===== src/mra_pkg.sv =====
// Package with the shared types and constants of the multi-resource admission unit.
`default_nettype none
package mra_pkg;

  localparam int ALL_TYPES = 7;
  localparam int NEED_W    = 4;
  localparam int LIMIT_W   = 8;
  localparam int FIELD_W   = 8;
  localparam int OPCODE_W  = 2;
  localparam int CFG_IDX_W = 3;
  localparam int Q_DEPTH   = 4;
  localparam int Q_PTR_W   = 2;
  localparam int Q_CNT_W   = 3;

  typedef enum logic [OPCODE_W-1:0] {
    OP_ADMIT   = 2'd0,
    OP_RELEASE = 2'd1,
    OP_CHECK   = 2'd2,
    OP_FORCE   = 2'd3
  } op_t;

  typedef logic [ALL_TYPES-1:0][NEED_W-1:0] need_vec_t;
  typedef logic [ALL_TYPES-1:0][FIELD_W-1:0] used_vec_t;

  typedef struct packed {
    logic      do_admit;
    logic      do_release;
    logic      do_check;
    logic      do_force;
    need_vec_t need;
  } req_t;

endpackage
`default_nettype wire


===== src/mra_front.sv =====
// Front stage: accepts requests, decodes the opcode and masks unused types.
`default_nettype none
module mra_front #(
  parameter int NUM_TYPES = 7
) (
  input  wire logic                              clk,
  input  wire logic                              rst_n,
  input  wire logic                              in_valid,
  output logic                                   in_ready,
  input  wire logic [mra_pkg::OPCODE_W-1:0]      in_opcode,
  input  wire mra_pkg::need_vec_t                in_need,
  output logic                                   req_valid,
  input  wire logic                              req_ready,
  output mra_pkg::req_t                          req
);

  logic          valid_r;
  logic          valid_nxt;
  mra_pkg::req_t req_r;
  mra_pkg::req_t req_nxt;
  mra_pkg::op_t  op;

  assign in_ready  = !valid_r || req_ready;
  assign req_valid = valid_r;
  assign req       = req_r;

  always_comb begin
    op = mra_pkg::op_t'(in_opcode);
    req_nxt.do_admit   = 1'b0;
    req_nxt.do_release = 1'b0;
    req_nxt.do_check   = 1'b0;
    req_nxt.do_force   = 1'b0;
    case (op)
      mra_pkg::OP_ADMIT:   req_nxt.do_admit   = 1'b1;
      mra_pkg::OP_RELEASE: req_nxt.do_release = 1'b1;
      mra_pkg::OP_CHECK:   req_nxt.do_check   = 1'b1;
      mra_pkg::OP_FORCE:   req_nxt.do_force   = 1'b1;
      default:             req_nxt.do_check   = 1'b1;
    endcase
    for (int t = 0; t < mra_pkg::ALL_TYPES; t++) begin
      req_nxt.need[t] = (t < NUM_TYPES) ? in_need[t] : '0;
    end
    valid_nxt = valid_r;
    if (in_ready) begin
      valid_nxt = in_valid;
    end
  end

  always_ff @(posedge clk) begin
    if (!rst_n) begin
      valid_r <= 1'b0;
    end else begin
      valid_r <= valid_nxt;
    end
  end

  always_ff @(posedge clk) begin
    if (in_valid && in_ready) begin
      req_r <= req_nxt;
    end
  end

endmodule
`default_nettype wire


===== src/mra_queue.sv =====
// Short request queue that decouples the front stage from the counter stage.
`default_nettype none
module mra_queue (
  input  wire logic          clk,
  input  wire logic          rst_n,
  input  wire logic          push_valid,
  output logic               push_ready,
  input  wire mra_pkg::req_t push_data,
  output logic               pop_valid,
  input  wire logic          pop_ready,
  output mra_pkg::req_t      pop_data
);

  mra_pkg::req_t                 mem [mra_pkg::Q_DEPTH];
  logic [mra_pkg::Q_PTR_W-1:0]   wptr_r;
  logic [mra_pkg::Q_PTR_W-1:0]   wptr_nxt;
  logic [mra_pkg::Q_PTR_W-1:0]   rptr_r;
  logic [mra_pkg::Q_PTR_W-1:0]   rptr_nxt;
  logic [mra_pkg::Q_CNT_W-1:0]   count_r;
  logic [mra_pkg::Q_CNT_W-1:0]   count_nxt;
  logic                          push;
  logic                          pop;

  assign push_ready = (count_r != mra_pkg::Q_CNT_W'(mra_pkg::Q_DEPTH));
  assign pop_valid  = (count_r != '0);
  assign pop_data   = mem[rptr_r];
  assign push       = push_valid && push_ready;
  assign pop        = pop_valid && pop_ready;

  always_comb begin
    wptr_nxt  = push ? wptr_r + 1'b1 : wptr_r;
    rptr_nxt  = pop ? rptr_r + 1'b1 : rptr_r;
    count_nxt = count_r;
    if (push && !pop) begin
      count_nxt = count_r + 1'b1;
    end else if (pop && !push) begin
      count_nxt = count_r - 1'b1;
    end
  end

  always_ff @(posedge clk) begin
    if (!rst_n) begin
      wptr_r  <= '0;
      rptr_r  <= '0;
      count_r <= '0;
    end else begin
      wptr_r  <= wptr_nxt;
      rptr_r  <= rptr_nxt;
      count_r <= count_nxt;
    end
  end

  always_ff @(posedge clk) begin
    if (push) begin
      mem[wptr_r] <= push_data;
    end
  end

endmodule
`default_nettype wire


===== src/mra_back.sv =====
// Counter stage: holds limits and running counts, executes requests and registers results.
`default_nettype none
module mra_back #(
  parameter int NUM_TYPES  = 7,
  parameter int COUNT_BITS = 8
) (
  input  wire logic                            clk,
  input  wire logic                            rst_n,
  input  wire logic                            cfg_we,
  input  wire logic [mra_pkg::CFG_IDX_W-1:0]   cfg_index,
  input  wire logic [mra_pkg::LIMIT_W-1:0]     cfg_wdata,
  input  wire logic                            req_valid,
  output logic                                 req_ready,
  input  wire mra_pkg::req_t                   req,
  output logic                                 out_valid,
  input  wire logic                            out_ready,
  output logic                                 out_granted,
  output mra_pkg::used_vec_t                   out_used
);

  localparam int SUM_W = ((COUNT_BITS > mra_pkg::FIELD_W) ? COUNT_BITS : mra_pkg::FIELD_W) + 1;
  localparam logic [SUM_W-1:0] COUNT_MAX = SUM_W'({COUNT_BITS{1'b1}});

  logic [COUNT_BITS-1:0]        cnt_r     [NUM_TYPES];
  logic [COUNT_BITS-1:0]        cnt_nxt   [NUM_TYPES];
  logic [mra_pkg::LIMIT_W-1:0]  limit_r   [NUM_TYPES];
  logic                         out_valid_r;
  logic                         out_granted_r;
  logic                         granted_nxt;
  mra_pkg::used_vec_t           out_used_r;
  mra_pkg::used_vec_t           used_nxt;
  logic                         pop;
  logic                         admit_ok;
  logic                         check_ok;
  logic [SUM_W-1:0]             sum;
  logic [SUM_W-1:0]             used_ext;
  logic [SUM_W-1:0]             need_ext;
  logic [SUM_W-1:0]             lim_ext;
  logic [SUM_W-1:0]             sat_add [NUM_TYPES];
  logic [SUM_W-1:0]             sub     [NUM_TYPES];

  assign req_ready   = !out_valid_r || out_ready;
  assign pop         = req_valid && req_ready;
  assign out_valid   = out_valid_r;
  assign out_granted = out_granted_r;
  assign out_used    = out_used_r;

  always_comb begin
    admit_ok = 1'b1;
    check_ok = 1'b1;
    sum      = '0;
    used_ext = '0;
    need_ext = '0;
    lim_ext  = '0;
    used_nxt = '0;
    for (int t = 0; t < NUM_TYPES; t++) begin
      used_ext = SUM_W'(cnt_r[t]);
      need_ext = SUM_W'(req.need[t]);
      lim_ext  = SUM_W'(limit_r[t]);
      sum      = used_ext + need_ext;
      if (sum > lim_ext) begin
        admit_ok = 1'b0;
      end
      if (need_ext > lim_ext) begin
        check_ok = 1'b0;
      end
      sat_add[t] = (sum > COUNT_MAX) ? COUNT_MAX : sum;
      sub[t]     = (used_ext > need_ext) ? used_ext - need_ext : '0;
    end
    for (int t = 0; t < NUM_TYPES; t++) begin
      cnt_nxt[t] = cnt_r[t];
      if ((req.do_admit && admit_ok) || req.do_force) begin
        cnt_nxt[t] = sat_add[t][COUNT_BITS-1:0];
      end else if (req.do_release) begin
        cnt_nxt[t] = sub[t][COUNT_BITS-1:0];
      end
      used_nxt[t] = mra_pkg::FIELD_W'(SUM_W'(cnt_nxt[t]));
    end
    granted_nxt = 1'b1;
    if (req.do_admit) begin
      granted_nxt = admit_ok;
    end else if (req.do_check) begin
      granted_nxt = check_ok;
    end
  end

  always_ff @(posedge clk) begin
    if (!rst_n) begin
      out_valid_r <= 1'b0;
      for (int t = 0; t < NUM_TYPES; t++) begin
        cnt_r[t]   <= '0;
        limit_r[t] <= '0;
      end
    end else begin
      if (req_ready) begin
        out_valid_r <= req_valid;
      end
      for (int t = 0; t < NUM_TYPES; t++) begin
        if (pop) begin
          cnt_r[t] <= cnt_nxt[t];
        end
        if (cfg_we && (cfg_index == mra_pkg::CFG_IDX_W'(t))) begin
          limit_r[t] <= cfg_wdata;
        end
      end
    end
  end

  always_ff @(posedge clk) begin
    if (pop) begin
      out_granted_r <= granted_nxt;
      out_used_r    <= used_nxt;
    end
  end

endmodule
`default_nettype wire


===== src/multi_resource_admission_unit.sv =====
// Top level of the multi-resource admission unit.
//
// Channel   Direction  Handshake            Payload
// in_       input      in_valid/in_ready    in_opcode, in_need_* (4 bits each)
// out_      output     out_valid/out_ready  out_granted, out_used_* (8 bits each)
// cfg_      input      cfg_we               cfg_index (3 bits), cfg_wdata (8 bits)
//
// One request per cycle is sustained while out_ready is high; a request passes the front register,
// the queue and the output register in turn before its result is valid.
// The counter update in the counter stage sets the rate: all types update together.
// Synchronous reset clears counters and limits to zero at once.
// When out_ready is low, the output register, the four-entry queue and the front
// register fill in turn before in_ready drops.
`default_nettype none
module multi_resource_admission_unit #(
  parameter int NUM_TYPES  = 7,
  parameter int COUNT_BITS = 8
) (
  input  wire logic                            clk,
  input  wire logic                            rst_n,
  input  wire logic                            cfg_we,
  input  wire logic [mra_pkg::CFG_IDX_W-1:0]   cfg_index,
  input  wire logic [mra_pkg::LIMIT_W-1:0]     cfg_wdata,
  input  wire logic                            in_valid,
  output logic                                 in_ready,
  input  wire logic [mra_pkg::OPCODE_W-1:0]    in_opcode,
  input  wire logic [mra_pkg::NEED_W-1:0]      in_need_nop,
  input  wire logic [mra_pkg::NEED_W-1:0]      in_need_bcompress,
  input  wire logic [mra_pkg::NEED_W-1:0]      in_need_bdecompress,
  input  wire logic [mra_pkg::NEED_W-1:0]      in_need_gcompress,
  input  wire logic [mra_pkg::NEED_W-1:0]      in_need_gdecompress,
  input  wire logic [mra_pkg::NEED_W-1:0]      in_need_encrypt,
  input  wire logic [mra_pkg::NEED_W-1:0]      in_need_decrypt,
  output logic                                 out_valid,
  input  wire logic                            out_ready,
  output logic                                 out_granted,
  output logic [mra_pkg::FIELD_W-1:0]          out_used_nop,
  output logic [mra_pkg::FIELD_W-1:0]          out_used_bcompress,
  output logic [mra_pkg::FIELD_W-1:0]          out_used_bdecompress,
  output logic [mra_pkg::FIELD_W-1:0]          out_used_gcompress,
  output logic [mra_pkg::FIELD_W-1:0]          out_used_gdecompress,
  output logic [mra_pkg::FIELD_W-1:0]          out_used_encrypt,
  output logic [mra_pkg::FIELD_W-1:0]          out_used_decrypt
);

  mra_pkg::need_vec_t in_need;
  mra_pkg::used_vec_t out_used;
  mra_pkg::req_t      f_req;
  mra_pkg::req_t      q_req;
  logic               f_valid;
  logic               f_ready;
  logic               q_valid;
  logic               q_ready;

  assign in_need[0] = in_need_nop;
  assign in_need[1] = in_need_bcompress;
  assign in_need[2] = in_need_bdecompress;
  assign in_need[3] = in_need_gcompress;
  assign in_need[4] = in_need_gdecompress;
  assign in_need[5] = in_need_encrypt;
  assign in_need[6] = in_need_decrypt;

  assign out_used_nop         = out_used[0];
  assign out_used_bcompress   = out_used[1];
  assign out_used_bdecompress = out_used[2];
  assign out_used_gcompress   = out_used[3];
  assign out_used_gdecompress = out_used[4];
  assign out_used_encrypt     = out_used[5];
  assign out_used_decrypt     = out_used[6];

  mra_front #(
    .NUM_TYPES (NUM_TYPES)
  ) u_front (
    .clk       (clk),
    .rst_n     (rst_n),
    .in_valid  (in_valid),
    .in_ready  (in_ready),
    .in_opcode (in_opcode),
    .in_need   (in_need),
    .req_valid (f_valid),
    .req_ready (f_ready),
    .req       (f_req)
  );

  mra_queue u_queue (
    .clk        (clk),
    .rst_n      (rst_n),
    .push_valid (f_valid),
    .push_ready (f_ready),
    .push_data  (f_req),
    .pop_valid  (q_valid),
    .pop_ready  (q_ready),
    .pop_data   (q_req)
  );

  mra_back #(
    .NUM_TYPES  (NUM_TYPES),
    .COUNT_BITS (COUNT_BITS)
  ) u_back (
    .clk         (clk),
    .rst_n       (rst_n),
    .cfg_we      (cfg_we),
    .cfg_index   (cfg_index),
    .cfg_wdata   (cfg_wdata),
    .req_valid   (q_valid),
    .req_ready   (q_ready),
    .req         (q_req),
    .out_valid   (out_valid),
    .out_ready   (out_ready),
    .out_granted (out_granted),
    .out_used    (out_used)
  );

endmodule
`default_nettype wire

===== config.mk =====
export PLATFORM = sky130hd
export DESIGN_NAME = multi_resource_admission_unit
export DESIGN_NICKNAME = d
export VERILOG_FILES = /design/src/mra_pkg.sv /design/src/mra_front.sv /design/src/mra_queue.sv /design/src/mra_back.sv /design/src/multi_resource_admission_unit.sv
export SDC_FILE = /design/constraint.sdc
export NUM_CORES = 1
export LEC_CHECK = 0
export BUFFER_PORTS_ARGS = -buffer_cell sky130_fd_sc_hd__buf_2
export CAP_MARGIN = 20
export CELL_PAD_IN_SITES_DETAIL_PLACEMENT = 1
export CELL_PAD_IN_SITES_GLOBAL_PLACEMENT = 1
export CORE_MARGIN = 2
export CORE_UTILIZATION = 55
export DETAILED_ROUTE_END_ITERATION = 16
export PLACE_DENSITY = 0.95
export SLEW_MARGIN = 20
export SYNTH_ARGS = -nofsm -noshare
export SYNTH_HDL_FRONTEND = slang
export SYNTH_SLANG_ARGS = --single-unit
export TNS_END_PERCENT = 10

===== constraint.sdc =====
create_clock -name clk -period 15.2 [get_ports clk]
set_input_delay 3.04 -clock clk [delete_from_list [all_inputs] [get_ports clk]]
set_output_delay 3.04 -clock clk [all_outputs]
set_load 0.02 [all_outputs]

==> results.sh, run 1 <==
export IMPL_worstSkewPairLatency_ps=580
export IMPL_worst_slew_pin_slew_ps=965
export IMPL_vias=13675
export IMPL_synth_xor_area_share_pct=3.39
export IMPL_drive_above_1_share_pct=14.0
export IMPL_drv_slew=0
export IMPL_syn_num_nets=1771
export IMPL_stdcell_area_mm2=0.0210
export IMPL_port_buffers=104
export IMPL_dr_pass1_iters=5
export IMPL_worstSetupStartpointType="flop"
export IMPL_r2r_end="u_back.cnt_r[0][46]$_SDFFCE_PN0P_"
export IMPL_cts_tree="done"
export IMPL_cts_max_level=2
export IMPL_synthAdderAreaFrac_pct=11.2
export IMPL_muxShareOfSynthArea_pct=5.14
export IMPL_worstPathArrival_ps=7240
export IMPL_wirelength_mm=54.6
export IMPL_fillers=3393
export IMPL_grt_pass1_wl_mm=84.7
export IMPL_die_area_mm2=0.0358
export IMPL_synth_ff_type="edfxtp_1"
export IMPL_synth_top_family_by_area="simple AND/OR/NAND/NOR gates"
export IMPL_gp_congestion=0.901
export IMPL_tns_ps=0
export IMPL_yosys_area_share_simple_pct=11.5
export IMPL_coreArea_mm2=0.0336
export IMPL_ys_types=78
export IMPL_crit_fanout=54
export IMPL_cts_resized=0
export IMPL_synth_top_area_share_pct=52.4
export IMPL_peakVddDrop_mv=0.112
export IMPL_path_class="flop to flop"
export IMPL_slew_limit_headroom_pct=35.7
export IMPL_postCtsHoldBufs=0
export IMPL_yosys_warnings=0
export IMPL_antenna_found_initial=5
export IMPL_syn_to_final_growth_pct=11.4
export IMPL_num_rows=67
export IMPL_die_h_um=189
export IMPL_synth_seq_cells=340
export IMPL_avgViaCountPerCell=6.41
export IMPL_max_freq_ghz=0.146
export IMPL_dp_hpwl_mm=37.1
export IMPL_avgSynthCellArea_um2=12.0
export IMPL_clkTransAtPathRegs_ps=60
export IMPL_rrSetupSlack_ps=8360
export IMPL_grtUsageTotal_pct=31.1
export IMPL_r2r_cells=22
export IMPL_synth_edf_count=329
export IMPL_cp_endpoint="u_back.cnt_r[0][46]$_SDFFCE_PN0P_"
export IMPL_postCtsSetupRepairBufs=0
export IMPL_fp_dieW_um=189
export IMPL_numCtsBuffers=38
export IMPL_drt_iter0_drc=1076
export IMPL_start_util_pct=56.1
export IMPL_num_nets_final=1861
export IMPL_wire_per_inst_um=25.6
export IMPL_postPlaceCellArea_mm2=0.0197
export IMPL_fin_crit_sh_pct=45.0
export IMPL_synth_compound_area_share_pct=10.4
export IMPL_synthTopCellsByArea="edfxtp_1 (52%), ha_1 (9.6%), mux4_2 (3.6%)"
export IMPL_synth_top_cell_by_area="edfxtp_1"
export IMPL_grt_max_degree=70
export IMPL_rsz0062_at_grt="no"
export IMPL_clock_sinks=340
export IMPL_drc=0
export IMPL_syn_inst=1565
export IMPL_p_per_area_mw_per_mm2=244
export IMPL_syn_area_mm2=0.0189
export IMPL_root_buffer="clkbuf_16"
export IMPL_grt_pass1_vias=15039
export IMPL_min_period_ps=6840
export IMPL_drtAntennaViolNets=0
export IMPL_end_kind="flop"
export IMPL_fin_skew_ps=20.7
export IMPL_finalSetupViolCount=0
export IMPL_hold_class="flop to flop"
export IMPL_leakage_nw=8.34
export IMPL_placed_cells=2062
export IMPL_seq_area_frac_synth_pct=53.6
export IMPL_regArea_mm2=0.0101
export IMPL_status="complete, no violations"
export IMPL_stdcell_count=2134
export IMPL_multi_input_area_mm2=0.00788
export IMPL_clockBufferDepth=3
export IMPL_async_flop_share_pct=0
export IMPL_pin_count=105
export IMPL_finalHoldViolCount=0
export IMPL_maxCapViolCount=0
export IMPL_required_ps=15600
export IMPL_grt_overflow=0
layout make-up:
| type | instances | area share (%) |
|---|---|---|
| Sequential cell | 340 | 48.1 |
| Multi-Input combinational cell | 1008 | 37.5 |
| Clock buffer | 46 | 4.67 |
| Timing Repair Buffer | 117 | 3.04 |
| Inverter | 150 | 2.68 |
| Tap cell | 448 | 2.67 |
| Clock inverter | 22 | 1.26 |
| Antenna cell | 3 | 0.0358 |
power breakdown:
part / internal (mW) / switching [mW] / leakage, nW / total (mW)
logic: 0.954 / 1.70 / 4.46 / 2.66
clock network: 0.549 / 0.389 / 0.600 / 0.938
registers: 1.35 / 0.180 / 3.28 / 1.53
flip-flops by register name, indices dropped and copies added (netlist names), 2 cells and up, named ones only:
register	flops
u_queue.wptr_r	2
u_queue.mem	128
u_back.out_used	56
u_queue.count_r	3
u_front.req	32
u_back.limit_r	56
u_back.cnt_r	56
u_queue.rptr_r	2
synthesized netlist by cell type, drive strengths merged (4+ instances only):
library cell,number
and3,9
nand3b,7
mux2,7
nor3,24
nand3,18
nor4,25
mux4,30
mux2i,21
o211ai,10
o21ai,32
a21oi,82
and4,5
clkbuf,33
nand2,97
a41oi,4
a221oi,6
or3,21
o21a,11
nor2,141
a211oi,37
dfxtp,11
nor2b,30
edfxtp,329
a311oi,16
and2,10
xnor2,45
a21o,19
o2111ai,5
o21bai,10
a31oi,16
nand2b,13
xor2,28
or4,4
nand4b,7
fa,15
buf,34
nand4,18
inv,149
o22ai,6
ha,145
a21boi,5
through the flow:
step	setup WS, ps	power [mW]	utilization, %	hold WS [ps]
detailed placement	8600	4.06	58.6	471
finish	8360	5.13	62.5	474
floorplan	9420	3.32	-	459
global route	8050	5.40	62.4	526
CTS	8470	5.08	62.3	481
global placement	8800	3.84	58.6	453
critical path, stage by stage (launching register included):
cell      delay [ps]
dfxtp_2          320
buf_4            530
mux4_2           650
inv_1            180
ha_1             230
inv_1             70
a21oi_1          170
nor2_1            70
nor2_1           200
nor2_1           110
o21ai_0          260
xor2_1           330
inv_1             90
ha_1             280
nand3_1          140
nor3_1            80
a211oi_1         300
a22oi_1          200
a211o_4          400
o21ai_4          710
buf_4            680
mux2_2           440
o22ai_1          150
worst min path at each step:
stage                                              from                            end  slack [ps]  cells after the start
after detailed placement  u_back.out_valid$_SDFFE_PN0N_  u_back.out_valid$_SDFFE_PN0N_         470                      2
after global routing           u_front.req[3]$_DFFE_PP_    u_queue.mem[2][3]$_DFFE_PP_         530                      0
after CTS                 u_back.out_valid$_SDFFE_PN0N_  u_back.out_valid$_SDFFE_PN0N_         480                      2
after floorplan                u_front.req[0]$_DFFE_PP_    u_queue.mem[0][0]$_DFFE_PP_         460                      0
final                     u_back.out_valid$_SDFFE_PN0N_  u_back.out_valid$_SDFFE_PN0N_         470                      2
after global placement    u_back.out_valid$_SDFFE_PN0N_  u_back.out_valid$_SDFFE_PN0N_         450                      2
kinds of logic after synthesis:
logic type,after synthesis
muxes,58
buffers and inverters,217
adders and majority gates,160
xor gates and xnor gates,73
DFF,340
AOI/OAI and AO/OA,279
and+or+nand+nor,438
cell usage in the layout, fill, tap and decap left out, types with 28 or more instances in the layout:
master     instances
edfxtp_1         329
inv_1            149
ha_1             145
nor2_1           141
buf_2            104
nand2_1           96
a21oi_1           81
xnor2_1           45
clkbuf_16         38
a211oi_1          33
mux4_2            30
nor2b_1           28
o21ai_0           28
xor2_1            28
routing by layer:
metal	track usage, %	vias to the layer above	wire length (um)
met3	6.95	260	4070
met1	36.6	6783	20600
met5	0	-	31
li1	-	5957	-
met4	20.6	4	3460
met2	51.4	671	26400
(Power assumes the default switching activity.)
==> inputs of run 2 (changes only) <==
--- a/config.mk
+++ b/config.mk
@@ -5,14 +5,15 @@
 export SDC_FILE = /design/constraint.sdc
 export NUM_CORES = 1
 export LEC_CHECK = 0
+export ABC_AREA = 1
 export BUFFER_PORTS_ARGS = -buffer_cell sky130_fd_sc_hd__buf_2
 export CAP_MARGIN = 20
 export CELL_PAD_IN_SITES_DETAIL_PLACEMENT = 1
 export CELL_PAD_IN_SITES_GLOBAL_PLACEMENT = 1
 export CORE_MARGIN = 2
-export CORE_UTILIZATION = 55
+export CORE_UTILIZATION = 43
 export DETAILED_ROUTE_END_ITERATION = 16
-export PLACE_DENSITY = 0.95
+export PLACE_DENSITY = 0.84
 export SLEW_MARGIN = 20
 export SYNTH_ARGS = -nofsm -noshare
 export SYNTH_HDL_FRONTEND = slang
==> constraint.sdc (replaced) <==
create_clock -name clk -period 5.75 [get_ports clk]
set_input_delay 1.15 -clock clk [delete_from_list [all_inputs] [get_ports clk]]
set_output_delay 1.15 -clock clk [all_outputs]
set_load 0.02 [all_outputs]
==> results.sh, run 2 <==
export IMPL_num_rows=77
export IMPL_layout_common_cells="nand2_1 (456), inv_1 (335), edfxtp_1 (329), nor2_1 (263), nand3_1 (151)"
export IMPL_finalSetupViolCount=0
export IMPL_numCtsBuffers=38
export IMPL_seq_area_frac_synth_pct=52.3
export IMPL_hold_class="flop to flop"
export IMPL_required_ps=6060
export IMPL_tns_ps=0
export IMPL_cts_max_level=2
export IMPL_drt_iter0_drc=1003
export IMPL_dr_pass1_iters=5
export IMPL_drc=0
export IMPL_drtAntennaViolNets=0
export IMPL_postCtsSetupRepairBufs=0
export IMPL_r2r_cells=26
export IMPL_grt_max_degree=65
export IMPL_drv_slew=0
export IMPL_rrSetupSlack_ps=400
export IMPL_slowest_stage="a32oi_1"
export IMPL_yosysMostFrequentCell="nand2_1"
export IMPL_synth_top_cell_by_area="edfxtp_1"
export IMPL_stdcell_area_mm2=0.0219
export IMPL_worst_slew_pin_slew_ps=1080
export IMPL_r2r_end="u_back.cnt_r[0][12]$_SDFFCE_PN0P_"
export IMPL_async_flop_share_pct=0
export IMPL_peakVddDrop_mv=0.303
export IMPL_finalHoldViolCount=0
export IMPL_syn_to_final_growth_pct=13.3
export IMPL_leakage_nw=10.2
export IMPL_p_per_area_mw_per_mm2=684
export IMPL_largest_register="u_queue.mem"
export IMPL_clock_sinks=340
export IMPL_whs_path_depth=0
export IMPL_largest_reg_flops=128
export IMPL_clkTransAtPathRegs_ps=70
export IMPL_port_buffers=104
export IMPL_gp_congestion=0.854
export IMPL_num_nets_final=2438
export IMPL_ys_types=47
export IMPL_worstSetupStartpointType="flop"
export IMPL_antenna_found_initial=5
export IMPL_hold_ws_ps=492
export IMPL_coreArea_mm2=0.0443
export IMPL_crit_fanout=64
export IMPL_path_class="flop to flop"
export IMPL_finalPower_mw=15.0
export IMPL_fp_dieW_um=216
export IMPL_synth_edf_count=329
export IMPL_synth_top_area_share_pct=51.1
export IMPL_end_kind="flop"
export IMPL_drive_above_1_share_pct=11.0
export IMPL_rsz0062_at_grt="no"
export IMPL_wire_per_inst_um=19.9
export IMPL_cpMostUsedCell="nand2_1"
export IMPL_cts_tree="done"
export IMPL_cpPeakStageDelay_ps=520
export IMPL_syn_inst=2111
export IMPL_fillers=5144
export IMPL_yosys_warnings=0
export IMPL_avgViaCountPerCell=5.37
export IMPL_clockBufferDepth=3
export IMPL_fin_skew_ps=21.2
export IMPL_worstSkewPairLatency_ps=590
export IMPL_die_h_um=216
export IMPL_synth_ff_type="edfxtp_1"
export IMPL_worstPathArrival_ps=5650
export IMPL_postPlaceCellArea_mm2=0.0206
export IMPL_vias=15359
export IMPL_pin_count=105
export IMPL_start_util_pct=43.6
export IMPL_root_buffer="clkbuf_16"
export IMPL_slew_limit_headroom_pct=28.1
export IMPL_die_area_mm2=0.0466
export IMPL_yosys_top_cells_count="nand2_1 (458), inv_1 (335), edfxtp_1 (329), nor2_1 (267), nand3_1 (151)"
export IMPL_dp_hpwl_mm=40.1
export IMPL_status="complete, no violations"
export IMPL_max_freq_ghz=0.187
export IMPL_syn_area_mm2=0.0193
export IMPL_fin_crit_sh_pct=93.0
export IMPL_min_to="u_queue.mem[1][22]$_DFFE_PP_"
export IMPL_layout_commonest_cell="nand2_1"
export IMPL_synth_seq_cells=340
export IMPL_avgSynthCellArea_um2=9.15
export IMPL_grt_overflow=0
export IMPL_grtUsageTotal_pct=24.4
export IMPL_syn_num_nets=2317
export IMPL_hp_start="u_front.req[22]$_DFFE_PP_"
export IMPL_min_period_ps=5350
export IMPL_grt_pass1_vias=16620
export IMPL_grt_pass1_wl_mm=88.8
export IMPL_maxCapViolCount=0
export IMPL_wirelength_mm=56.7
export IMPL_synthTopCellsByArea="edfxtp_1 (51%), ha_1 (9.4%), nand2_1 (8.9%)"
[run 2: changes by cell type after synthesis, sizes merged, moves of 30 or more]
cell	before	now
xnor2	45	4
a211oi	37	1
nor2	141	271
nand2	97	460
nor2b	30	0
mux4	30	0
o21ai	32	67
inv	149	347
nand3	18	152
[run 2: final cells by class]
type	count	area [um^2]	area share [%]
Tap cell	592	741	3.38
Sequential cell	340	10100	46.1
Inverter	350	1320	6.01
Clock buffer	45	977	4.46
Multi-Input combinational cell	1363	7640	34.9
Timing Repair Buffer	139	825	3.77
Antenna cell	5	12.5	0.0571
Clock inverter	24	282	1.29
[run 2: power breakdown]
| part | leakage [nW] | switching, mW | internal, mW |
|---|---|---|---|
| Combinational | 6.27 | 5.64 | 2.81 |
| Sequential | 3.28 | 0.385 | 3.62 |
| Clock | 0.604 | 1.07 | 1.46 |
[run 2: cells by family (layout without fill, tap and decap cells)]
logic type / after synthesis / after routing / share of synthesized area [%]
AOI/OAI and AO/OA: 216 / 216 / 6.46
xor gates and xnor gates: 26 / 26 / 1.18
adders and majority gates: 160 / 160 / 10.9
buffers and inverters: 408 / 558 / 8.33
DFF: 340 / 340 / 52.3
other: 0 / 5 / 0
and+or+nand+nor: 961 / 961 / 20.8
[run 2: metal layers]
layer | track usage, % | up-vias | wire [um]
met3 | 3.89 | 140 | 2650
met4 | 11.4 | 0 | 2500
met5 | 0 | - | 0
li1 | - | 7235 | -
met1 | 29.0 | 7564 | 23200
met2 | 43.2 | 420 | 28400
[run 2: stage by stage]
step / utilization [%] / std cells / setup slack, ps
2_1_floorplan: - / 2111 / 979
3_3_place_gp: 46.5 / 2784 / 510
3_5_place_dp: 46.5 / 2784 / 278
4_1_cts: 49.4 / 2853 / 200
5_1_grt: 49.4 / 2857 / 59.2
6_report: 49.4 / 2858 / 404
[run 2: worst max path at each step]
stage / from / to / slack (ps)
floorplan: out_ready / u_back.cnt_r[0][0]$_SDFFCE_PN0P_ / 980
CTS: flop / u_back.cnt_r[0][12]$_SDFFCE_PN0P_ / 200
global route: flop / u_back.cnt_r[0][12]$_SDFFCE_PN0P_ / 60
finish: flop / u_back.cnt_r[0][12]$_SDFFCE_PN0P_ / 400
global placement: flop / u_back.cnt_r[0][12]$_SDFFCE_PN0P_ / 510
detailed placement: flop / u_back.cnt_r[0][12]$_SDFFCE_PN0P_ / 280
[run 2: repair_timing]
item / in CTS / in global routing
setup endpoints to repair: 0 / 104
gates resized for setup: 0 / 3
hold buffers: 0 / 0
endpoints found under the hold margin: 0 / 0
[run 2: critical path, delay by kind of cell (launching register included)]
family,cells,cell delay (ps)
DFF,1,370
adders and majority gates,2,770
and+or+nand+nor,15,1790
AOI/OAI and AO/OA,3,920
buffers and inverters,5,990
xor gates and xnor gates,1,160
==> inputs of run 3 (changes only) <==
--- a/config.mk
+++ b/config.mk
@@ -11,9 +11,9 @@
 export CELL_PAD_IN_SITES_DETAIL_PLACEMENT = 1
 export CELL_PAD_IN_SITES_GLOBAL_PLACEMENT = 1
 export CORE_MARGIN = 2
-export CORE_UTILIZATION = 43
+export CORE_UTILIZATION = 40
 export DETAILED_ROUTE_END_ITERATION = 16
-export PLACE_DENSITY = 0.84
+export PLACE_DENSITY = 0.8
 export SLEW_MARGIN = 20
 export SYNTH_ARGS = -nofsm -noshare
 export SYNTH_HDL_FRONTEND = slang
==> constraint.sdc (replaced) <==
create_clock -name clk -period 4.75 [get_ports clk]
set_input_delay 0.95 -clock clk [delete_from_list [all_inputs] [get_ports clk]]
set_output_delay 0.95 -clock clk [all_outputs]
set_load 0.02 [all_outputs]
==> results.sh, run 3 (synthesized netlist as in run 2, its figures left out) <==
export IMPL_die_area_mm2=0.0501
export IMPL_cp_buffers_inverters=7
export IMPL_grtUsageTotal_pct=22.2
export IMPL_dp_hpwl_mm=39.5
export IMPL_postCtsHoldBufs=0
export IMPL_syn_to_final_growth_pct=15.7
export IMPL_gp_congestion=0.871
export IMPL_finalHoldViolCount=0
export IMPL_num_rows=80
export IMPL_layout_commonest_cell="nand2_1"
export IMPL_clkTransAtPathRegs_ps=60
export IMPL_fp_dieW_um=224
export IMPL_layout_common_cells="nand2_1 (456), inv_1 (335), edfxtp_1 (329), nor2_1 (261), nand3_1 (151)"
export IMPL_die_h_um=224
export IMPL_required_ps=5030
export IMPL_cpMostUsedCell="nand2_1"
export IMPL_root_buffer="clkbuf_16"
export IMPL_avgViaCountPerCell=5.27
export IMPL_antenna_found_initial=2
export IMPL_grt_overflow=0
export IMPL_grt_pass1_vias=16274
export IMPL_slew_limit_headroom_pct=35.9
export IMPL_crit_fanout=20
export IMPL_drc=0
export IMPL_wire_per_inst_um=19.6
export IMPL_tns_ps=0
export IMPL_numCtsBuffers=40
export IMPL_wirelength_mm=56.6
export IMPL_max_freq_ghz=0.218
export IMPL_drive_above_1_share_pct=12.4
export IMPL_cts_tree="done"
export IMPL_drv_slew=0
export IMPL_finalSetupViolCount=0
export IMPL_port_buffers=104
export IMPL_clock_sinks=340
export IMPL_hold_class="flop to flop"
export IMPL_maxCapViolCount=0
export IMPL_cpPeakStageDelay_ps=380
export IMPL_worstPathArrival_ps=4860
export IMPL_min_period_ps=4580
export IMPL_grt_pass1_wl_mm=86.8
export IMPL_num_nets_final=2452
export IMPL_largest_reg_flops=128
export IMPL_pin_count=105
export IMPL_drt_iter0_drc=811
export IMPL_grt_max_degree=64
export IMPL_clockBufferDepth=3
export IMPL_cts_max_level=2
export IMPL_start_util_pct=40.5
export IMPL_cp_top_family="simple AND/OR/NAND/NOR gates"
export IMPL_postCtsSetupRepairBufs=0
export IMPL_fin_crit_sh_pct=96.4
export IMPL_dr_pass1_iters=5
export IMPL_worstSetupStartpointType="flop"
export IMPL_worstSkewPairLatency_ps=570
export IMPL_fin_util_pct=46.8
export IMPL_drtAntennaViolNets=0
export IMPL_worst_slew_pin_slew_ps=961
export IMPL_largest_register="u_queue.mem"
export IMPL_vias=15236
export IMPL_fin_skew_ps=18.7
export IMPL_coreArea_mm2=0.0477
export IMPL_path_class="flop to flop"
export IMPL_status="complete, no violations"
export IMPL_end_kind="flop"
export IMPL_slowest_stage="dfxtp_4"
-- run 3: worst paths after layout --
check	from	to	slack [ps]	cells after the start
min reg2reg	u_queue.rptr_r[0]$_SDFFE_PN0P_	flop	500	1
min	u_queue.rptr_r[0]$_SDFFE_PN0P_	flop	500	1
max reg2reg	flop	u_back.cnt_r[0][49]$_SDFFCE_PN0P_	170	27
max	flop	u_back.cnt_r[0][49]$_SDFFCE_PN0P_	170	27
-- run 3: metal layers --
layer	track usage (%)	wire length (um)	vias up
met2	39.3	27800	358
met3	3.40	2640	127
met5	0	0	-
met4	8.71	2530	0
li1	-	-	7260
met1	27.1	23700	7491
-- run 3: stage by stage --
stage | area [um^2] | setup slack, ps | instances | hold WS [ps]
after CTS | 22000 | 14.0 | 2884 | 496
final | 22400 | 173 | 2893 | 499
after detailed placement | 20700 | 29.1 | 2813 | 481
after floorplan | 19300 | 179 | 2111 | 436
after global routing | 22400 | -47.7 | 2892 | 520
after global placement | 20700 | 221 | 2813 | 458
-- run 3: worst register-to-register path: cells and delay by family (launching register included) --
| kind | cells | cell delay (ps) |
|---|---|---|
| buf+inv | 7 | 1050 |
| compound gates | 2 | 480 |
| xor+xnor | 1 | 200 |
| fa+ha+maj | 2 | 690 |
| flops | 1 | 380 |
| simple gates | 15 | 1480 |
-- run 3: what timing repair did --
action                     4_1_cts  5_1_grt
cloned                           0        6
resized for setup                1       34
setup endpoints to repair        1      112
pin swaps                        0        1
-- run 3: cell type report --
| class | count | area, um^2 |
|---|---|---|
| diodes | 3 | 7.51 |
| clock buffers | 45 | 1020 |
| clock inverters | 26 | 293 |
| fillers | 5434 | 25400 |
| inverters | 350 | 1310 |
| multi-input cells | 1363 | 7800 |
| flip-flops and latches | 340 | 10100 |
| well taps | 615 | 769 |
| repair buffers | 151 | 1060 |
Power of run 3 is left out: the tool's default activity adds up to more than one toggle a clock period on the data nets, which glitch-free logic cannot reach.
